`src/rtl/mhpq_pkg.sv`:
```
package mhpq_pkg;

    localparam int HEAP_DEPTH_DEF   = 64;
    localparam int PAYLOAD_BITS_DEF = 16;

    localparam logic [1:0] ST_OK    = 2'd0;
    localparam logic [1:0] ST_EMPTY = 2'd1;
    localparam logic [1:0] ST_FULL  = 2'd2;

    typedef struct packed {
        logic capture;
        logic rd_root;
        logic ld_root;
        logic rd_up;
        logic up_move;
        logic rd_kids;
        logic dn_move;
        logic place;
        logic load_out;
    } t_cmd;

    typedef struct packed {
        logic full;
        logic empty;
        logic cnt_zero;
        logic pos_zero;
        logic up_win;
        logic l_valid;
        logic dn_win;
        logic out_busy;
    } t_sts;

endpackage

```
`src/rtl/mhpq_ctrl.sv`:
```
module mhpq_ctrl (
    input  logic           i_clk,
    input  logic           i_rst_n,
    input  logic           i_valid,
    input  logic           i_mode,
    output logic           o_ready,
    input  mhpq_pkg::t_sts i_sts,
    output mhpq_pkg::t_cmd o_cmd
);

    import mhpq_pkg::*;

    typedef enum logic [7:0] {
        S_IDLE   = 8'b0000_0001,
        S_UP     = 8'b0000_0010,
        S_UP_CMP = 8'b0000_0100,
        S_EX_LD  = 8'b0000_1000,
        S_DN_RD  = 8'b0001_0000,
        S_DN_CMP = 8'b0010_0000,
        S_FIN    = 8'b0100_0000
    } t_state;

    t_state r_state;
    t_state n_state;

    assign o_ready = r_state == S_IDLE;

    always_comb begin
        n_state = r_state;
        o_cmd   = '0;
        case (r_state)
            S_IDLE: begin
                if (i_valid) begin
                    o_cmd.capture = 1'b1;
                    if (!i_mode) begin
                        n_state = i_sts.full ? S_FIN : S_UP;
                    end else if (i_sts.empty) begin
                        n_state = S_FIN;
                    end else begin
                        o_cmd.rd_root = 1'b1;
                        n_state = S_EX_LD;
                    end
                end
            end
            S_UP: begin
                if (i_sts.pos_zero) begin
                    o_cmd.place = 1'b1;
                    n_state = S_FIN;
                end else begin
                    o_cmd.rd_up = 1'b1;
                    n_state = S_UP_CMP;
                end
            end
            S_UP_CMP: begin
                if (i_sts.up_win) begin
                    o_cmd.up_move = 1'b1;
                    n_state = S_UP;
                end else begin
                    o_cmd.place = 1'b1;
                    n_state = S_FIN;
                end
            end
            S_EX_LD: begin
                o_cmd.ld_root = 1'b1;
                n_state = i_sts.cnt_zero ? S_FIN : S_DN_RD;
            end
            S_DN_RD: begin
                if (!i_sts.l_valid) begin
                    o_cmd.place = 1'b1;
                    n_state = S_FIN;
                end else begin
                    o_cmd.rd_kids = 1'b1;
                    n_state = S_DN_CMP;
                end
            end
            S_DN_CMP: begin
                if (i_sts.dn_win) begin
                    o_cmd.dn_move = 1'b1;
                    n_state = S_DN_RD;
                end else begin
                    o_cmd.place = 1'b1;
                    n_state = S_FIN;
                end
            end
            S_FIN: begin
                if (!i_sts.out_busy) begin
                    o_cmd.load_out = 1'b1;
                    n_state = S_IDLE;
                end
            end
            default: begin
                n_state = S_IDLE;
            end
        endcase
    end

    always_ff @(posedge i_clk) begin
        if (!i_rst_n) begin
            r_state <= S_IDLE;
        end else begin
            r_state <= n_state;
        end
    end

endmodule

```
`config.mk`:
```
export PLATFORM = sky130hd
export DESIGN_NAME = mhpq_ctrl
export DESIGN_NICKNAME = d
export VERILOG_FILES = /design/src/rtl/mhpq_pkg.sv /design/src/rtl/mhpq_ctrl.sv
export SDC_FILE = /design/constraint.sdc
export NUM_CORES = 1
export LEC_CHECK = 0
export ABC_AREA = 1
export BUFFER_PORTS_ARGS = -buffer_cell sky130_fd_sc_hd__buf_2
export CAP_MARGIN = 20
export CORE_AREA = 2 2 39 41
export DETAILED_ROUTE_END_ITERATION = 8
export DIE_AREA = 0 0 41 43
export GPL_TIMING_DRIVEN = 0
export PLACE_DENSITY = 0.67
export SYNTH_ARGS = -nofsm -noshare
export SYNTH_HDL_FRONTEND = slang
export SYNTH_SLANG_ARGS = --single-unit
```
`constraint.sdc`:
```
create_clock -name i_clk -period 2 [get_ports i_clk]
set_clock_uncertainty 0.2 [all_clocks]
set_input_delay 0.1 -clock i_clk [delete_from_list [all_inputs] [get_ports i_clk]]
set_output_delay 0.1 -clock i_clk [all_outputs]
set_load 0.02 [all_outputs]
```
# Word-level counts from Yosys, hierarchy flattened
# Cells that the tools add are included.
# W data, S select, Z words.
classes:
  n_reduce_logical: 1
  mux: 31
  eq_ne: 9
op_table:
  columns: ["op", "n"]
  rows:
  - ["$pmux W8 S7", 1]
  - ["$mux W7", 7]
  - ["$mux W8", 3]
  - ["$mux W1", 17]
  - ["$eq A8 B1 Y1 const B", 1]
  - ["$eq A8 B2 Y1 const B", 1]
  - ["$eq A8 B3 Y1 const B", 1]
  - ["$eq A8 B4 Y1 const B", 1]
  - ["$eq A8 B5 Y1 const B", 1]
  - ["$eq A8 B6 Y1 const B", 1]
  - ["$eq A8 B7 Y1 const B", 1]
  - ["$mux W2", 2]
  - ["$ne A2 B2 Y1 const B", 2]
  - ["$pmux W1 S4", 1]
  - ["$reduce_and A2 Y1", 1]
totals:
  output_inout_bits: 10
  word_cells: 42
  reg_bits: 8
  input_bits: 12

# Depth between registers and ports, before layout
# Gate-level depths: netlist (run 1).
depth:
  depth_word: 4
  ltp_mapped: 10
  ltp_nobuf: 10

# Worst setup path after synthesis (run 1)
# Ideal clock, no wire load.
synth_timing:
  path_type: "register to register"
  start: "reg r_state[4]"
  end: "reg r_state[1]"
  path_stages_with_launch: 6
  slack_ns: 0.466
  setup_time_ns: 0.065
  t_required_ns: 1.735
  t_arrival_ns: 1.270
  period_less_slack_ns: 1.534
  path_buffers: 0
  path_cell_list: "dfxtp_1 > nor3_4 > nand2_1 > nor2_1 > o21ai_1 > nor2_1"
synth_between:
  elab_chain_cells: 3
  word_cells_on_any_way: 11
  cone_classes: "eq/ne (9); mux (1); reduce/logical (1)"
synth_lines:
  columns: ["element", "line", "rtl"]
  rows:
  - ["start, declared", "mhpq_ctrl.sv:23", "t_state r_state;"]
  - ["start signal, assigned", "mhpq_ctrl.sv:101", "r_state <= n_state;"]
  - ["$eq A8 B7 Y1 or $eq A8 B1 Y1 (tied branches)", "mhpq_ctrl.sv:31", "case (r_state)"]
  - ["$ne A2 B2 Y1 (no source line)", null, null]
  - ["$reduce_and A2 Y1 (no source line)", null, null]
# Several ways; a longest one is shown, not always the timed one.
# A chain may end at the register's enable or synchronous reset.

==> flow_metrics.env, run 1 <==
export IMPL_status="finished, final reports clean"
export IMPL_grt_pass1_wl_um=1870
export IMPL_synth_area_top_cells="dfxtp_1, nand2_1, nor2_1, inv_1, nand3_1"
export IMPL_final_max_slew_viol_count=0
export IMPL_combPwrFrac=0.358
export IMPL_p_seq_frac=0.348
export IMPL_port_buffers=21
export IMPL_ys_seq_area_frac=0.275
export IMPL_cts_buffer_depth=2
export IMPL_post_cts_setup_buffer_count=0
export IMPL_grt_max_degree=8
export IMPL_drv_cap=0
export IMPL_largest_register_ffs=7
export IMPL_rsz0062_at_grt="no"
export IMPL_ios=22
export IMPL_cts_root_buffer="clkbuf_4"
export IMPL_num_rows=14
export IMPL_synth_area_um2=510
export IMPL_routedWlPerCell_um=8.94
export IMPL_power_density_mw_per_mm2=613
export IMPL_top_register="r_state"
export IMPL_synth_top_family_by_area="simple AND/OR/NAND/NOR gates"
export IMPL_p_int_uw=288
export IMPL_grtUsageTotal=0.158
export IMPL_ant_nets=0
export IMPL_firstDrtPassIters=4
export IMPL_start_util=0.369
export IMPL_hp_class="input pin to register"
export IMPL_clock_sinks=7
export IMPL_drive_gt1_frac=0.289
export IMPL_mostFrequentLayoutCells="nand2_1, buf_2, nor2_1"
export IMPL_synth_top_area_cell="dfxtp_1"
export IMPL_cts_resized=0
export IMPL_worst_setup_path_type="register to primary output"
export IMPL_p_sw_uw=167
export IMPL_max_freq_mhz=564
export IMPL_synth_cell_type_count=18
export IMPL_antenna_found_initial=0
export IMPL_synth_compound_area_frac=0.0588
export IMPL_fin_crit_ns=1.77
export IMPL_cpPeakStageDelay_ns=0.35
export IMPL_synthSimpleGateAreaFrac=0.520
export IMPL_yosys_area_top_type_share=0.275
export IMPL_globalplace_congestion=0.740
export IMPL_synthXorXnorAreaFrac=0
export IMPL_reg_top3="r_state (7)"
export IMPL_synth_mux_area_frac=0
export IMPL_cp_max_fo=7
export IMPL_numCtsBuffers=3
export IMPL_leakagePower_nw=0.420
export IMPL_cts_tree="done"
export IMPL_synth_area_per_cell_um2=5.80
export IMPL_setup_tns_ns=0
export IMPL_worstPathRequired_ns=1.70
export IMPL_cp_end_kind="primary output"
export IMPL_worst_slew_pin_slew_ns=0.321
export IMPL_clkPwrFrac=0.294
export IMPL_worst_setup_hold_path_clk_slew_ns=0.06
export IMPL_stdcell_count=137
export IMPL_cp_start_kind="register"
export IMPL_fin_crit_sh=0.887
export IMPL_placed_cells=125
export IMPL_hold_violations=0
export IMPL_synth_seq_cells=7
export IMPL_final_setup_viol_count=0
export IMPL_total_power_uw=455
export IMPL_die_h_um=43
export IMPL_synthesis_nets=100
export IMPL_ir_worst_vdd_uv=329
export IMPL_vias=622
export IMPL_worst_skew_pair_late_latency_ns=0.26
export IMPL_syn_inst=88
export IMPL_htree_levels=1
export IMPL_synthAdderAreaFrac=0
export IMPL_core_area_mm2=0.00138
export IMPL_area_delta_synth_final_pct=45.3
export IMPL_grt_overflow=0
export IMPL_grt_pass1_vias=517
export IMPL_layout_nets=134
export IMPL_yosysWarnings=0
export IMPL_hold_buffers=8
export IMPL_cp_arrival_ns=1.47
export IMPL_die_width_um=41
export IMPL_dp_hpwl_um=958
export IMPL_initialDrtViolationCount=8
export IMPL_p_sw_frac=0.366
export IMPL_post_drt_via_cell_ratio=4.54
export IMPL_slew_headroom=0.785
export IMPL_crit_chain="nor3_4 > nand2_1 > nor2_1 > buf_4 > buf_2"
export IMPL_drt_total_wl_um=1230
export IMPL_drc=0
export IMPL_die_area_mm2=0.00176
export IMPL_slowest_stage="dfxtp_1"
export IMPL_num_antenna_cells=0
## area by class of cell
type                            instances  area [um2]
Multi-Input combinational cell         62         295
Buffer                                  1        7.51
Timing Repair Buffer                   29         185
Inverter                               18        67.6
Fill cell                             151         642
Clock buffer                            4        26.3
Sequential cell                         7         140
Tap cell                               16        20.0
## power groups by stage
stage,registers (mW),clock network [mW],logic (mW)
4_1_cts,0.158,0.135,0.163
3_5_place_dp,0.161,0,0.150
5_1_grt,0.159,0.142,0.181
3_3_place_gp,0.161,0,0.149
2_1_floorplan,0.159,0,0.112
6_report,0.158,0.134,0.163
## cell usage after synthesis
cell     number
nand2_1      21
nor2_1       19
inv_1        15
dfxtp_1       7
nand3_1       7
inv_2         3
nor3_1        3
nand2_2       2
nand4_1       2
a21oi_2       1
buf_4         1
nand2_4       1
nor2_2        1
nor3_4        1
nor4_1        1
o21a_1        1
o21ai_1       1
o21ai_2       1
## metal layers
metal  track usage  vias up  wire [um]
met4         0.100        0         29
met1         0.177      265        552
li1              -      334          -
met2         0.259       19        568
met3        0.0209        4         75
met5             0        -          0
## logic make-up (layout without fill, tap and decap cells)
kind of cell | count (synthesis) | in the layout
buffers and inverters | 19 | 52
DFF | 7 | 7
and+or+nand+nor | 58 | 58
AOI/OAI and AO/OA | 4 | 4
## stage by stage
stage	hold slack [ns]	setup slack, ns	util	instance area, um2
6_report	0.0434	0.226	0.536	742
5_1_grt	0.108	0.111	0.536	742
4_1_cts	0.0463	0.227	0.536	742
3_5_place_dp	0.110	0.509	0.459	636
3_3_place_gp	0.107	0.507	0.459	636
2_1_floorplan	-0.0207	0.466	-	510
## path summary, 6_finish.rpt
| kind | start | end | slack, ns | cells after the start |
|---|---|---|---|---|
| max | r_state[4] | o_cmd[5] | 0.23 | 5 |
| min | i_sts[7] | r_state[1] | 0.04 | 6 |
| max reg2reg | r_state[4] | r_state[0] | 0.50 | 8 |
| min reg2reg | r_state[1] | r_state[2] | 0.42 | 4 |
## worst max-delay path, delay by kind of cell, from the launching register on
kind / cells / cell delay [ns]
flip-flops: 1 / 0.35
AND/OR/NAND/NOR: 3 / 0.61
buffers and inverters: 2 / 0.25
(Power assumes the default switching activity.)
==> inputs of run 2 (changes only) <==
- GPL_TIMING_DRIVEN: 0 -> default
==> flow_metrics.env, run 2 (synthesis gave the netlist of run 1 again) <==
export IMPL_status="finished, final reports clean"
export IMPL_min_delay_path_depth=6
export IMPL_antenna_found_initial=0
export IMPL_worst_setup_hold_path_clk_slew_ns=0.05
export IMPL_cts_root_buffer="clkbuf_4"
export IMPL_r2r_end="r_state[4]"
export IMPL_largest_register_ffs=7
export IMPL_dp_hpwl_um=975
export IMPL_die_width_um=41
export IMPL_numCtsBuffers=3
export IMPL_drv_cap=0
export IMPL_combPwrFrac=0.380
export IMPL_drive_gt1_frac=0.301
export IMPL_port_buffers=21
export IMPL_reg_top3="r_state (7)"
export IMPL_hp_class="input pin to register"
export IMPL_grt_pass1_vias=543
export IMPL_max_freq_mhz=534
export IMPL_area_delta_synth_final_pct=48.3
export IMPL_stdcell_count=139
export IMPL_fin_crit_sh=0.936
export IMPL_fin_crit_ns=1.87
export IMPL_min_delay_start="i_sts[7]"
export IMPL_clkPwrFrac=0.280
export IMPL_cp_end_kind="register"
export IMPL_core_area_mm2=0.00138
export IMPL_cp_arrival_ns=1.87
export IMPL_globalplace_congestion=0.735
export IMPL_routedWlPerCell_um=9.53
export IMPL_worst_slew_pin_slew_ns=0.243
export IMPL_n_fill_cell=150
export IMPL_mostFrequentLayoutCells="nand2_1, buf_2, nor2_1"
export IMPL_power_density_mw_per_mm2=615
export IMPL_rsz0062_at_grt="no"
export IMPL_initialDrtViolationCount=16
export IMPL_drc=0
export IMPL_grt_pass1_wl_um=2040
export IMPL_cts_buffer_depth=2
export IMPL_ant_nets=0
export IMPL_grt_overflow=0
export IMPL_placed_cells=124
export IMPL_firstDrtPassIters=4
export IMPL_drt_total_wl_um=1320
export IMPL_cts_tree="done"
export IMPL_grt_max_degree=8
export IMPL_worstPathRequired_ns=2.00
export IMPL_num_rows=14
export IMPL_final_max_slew_viol_count=0
export IMPL_holdPathEnd="r_state[1]"
export IMPL_layout_nets=136
export IMPL_worst_skew_pair_late_latency_ns=0.26
export IMPL_ir_worst_vdd_uv=312
export IMPL_slew_headroom=0.837
export IMPL_leakagePower_nw=0.430
export IMPL_p_sw_frac=0.359
export IMPL_die_area_mm2=0.00176
export IMPL_regToRegStartpoint="r_state[6]"
export IMPL_grtUsageTotal=0.177
export IMPL_r2r_setup_slack_ns=0.13
export IMPL_r2r_cells=5
export IMPL_htree_levels=1
export IMPL_clock_sinks=7
export IMPL_start_util=0.369
export IMPL_final_setup_viol_count=0
export IMPL_worst_setup_path_type="register to register"
export IMPL_p_seq_frac=0.339
export IMPL_p_sw_uw=167
export IMPL_setup_tns_ns=0
export IMPL_ios=22
export IMPL_p_int_uw=299
export IMPL_top_register="r_state"
export IMPL_hold_violations=0
export IMPL_num_antenna_cells=0
export IMPL_post_drt_via_cell_ratio=4.56
export IMPL_cp_start_kind="register"
export IMPL_vias=634
export IMPL_die_h_um=43
export IMPL_cp_max_fo=5
## run 2: power by group through the flow
stage,Clock (mW),Sequential (mW),Combinational [mW]
6_report,0.131,0.158,0.177
5_1_grt,0.143,0.159,0.195
4_1_cts,0.134,0.158,0.162
2_1_floorplan,0,0.159,0.112
3_5_place_dp,0,0.161,0.151
3_3_place_gp,0,0.161,0.151
## run 2: worst max-delay path, cell delays in order (launching register included)
cell and delay, ns:
dfxtp_1 0.36, nor3_4 0.29, nand2_1 0.14, nor2_1 0.17, o21a_1 0.12, dlygate4sd3_1 0.53
## run 2: cell type report
type | count | area [um2] | share of cell area
Multi-Input combinational cell | 62 | 295 | 0.390
Timing Repair Buffer | 32 | 208 | 0.274
Sequential cell | 7 | 140 | 0.185
Inverter | 18 | 67.6 | 0.0893
Tap cell | 16 | 20.0 | 0.0264
Clock buffer | 4 | 26.3 | 0.0347
## run 2: through the flow
stage	util	setup WS (ns)	power, mW	area, um2	hold slack, ns
2_1_floorplan	-	0.466	0.271	510	-0.0207
5_1_grt	0.547	0.0198	0.497	757	0.105
3_3_place_gp	0.454	0.459	0.312	628	0.107
4_1_cts	0.531	0.0599	0.454	734	0.0476
6_report	0.547	0.128	0.466	757	0.0470
3_5_place_dp	0.454	0.463	0.312	628	0.109
## run 2: metal layers
layer	global-route usage	part of all wire	vias to the layer above
met5	0	0	-
met4	0.140	0.033	0
met3	0.0314	0.073	5
met2	0.278	0.48	28
met1	0.195	0.42	262
li1	-	-	339
## run 2: worst max-delay path by stage
stage	from	cells past startpoint	to	slack (ns)
after global placement	r_state[4]	8	r_state[0]	0.46
after global routing	r_state[0]	7	r_state[4]	0.02
after CTS	r_state[4]	5	r_state[4]	0.06
final	r_state[6]	5	r_state[4]	0.13
after detailed placement	r_state[4]	8	r_state[0]	0.46
after floorplan	r_state[4]	5	r_state[1]	0.47
## run 2: what timing repair did
action | CTS | global route
buffers inserted | 0 | 3
setup endpoints to repair | 0 | 1
hold buffers | 8 | 0
resized for setup | 0 | 0
endpoints found under the hold margin | 7 | 0
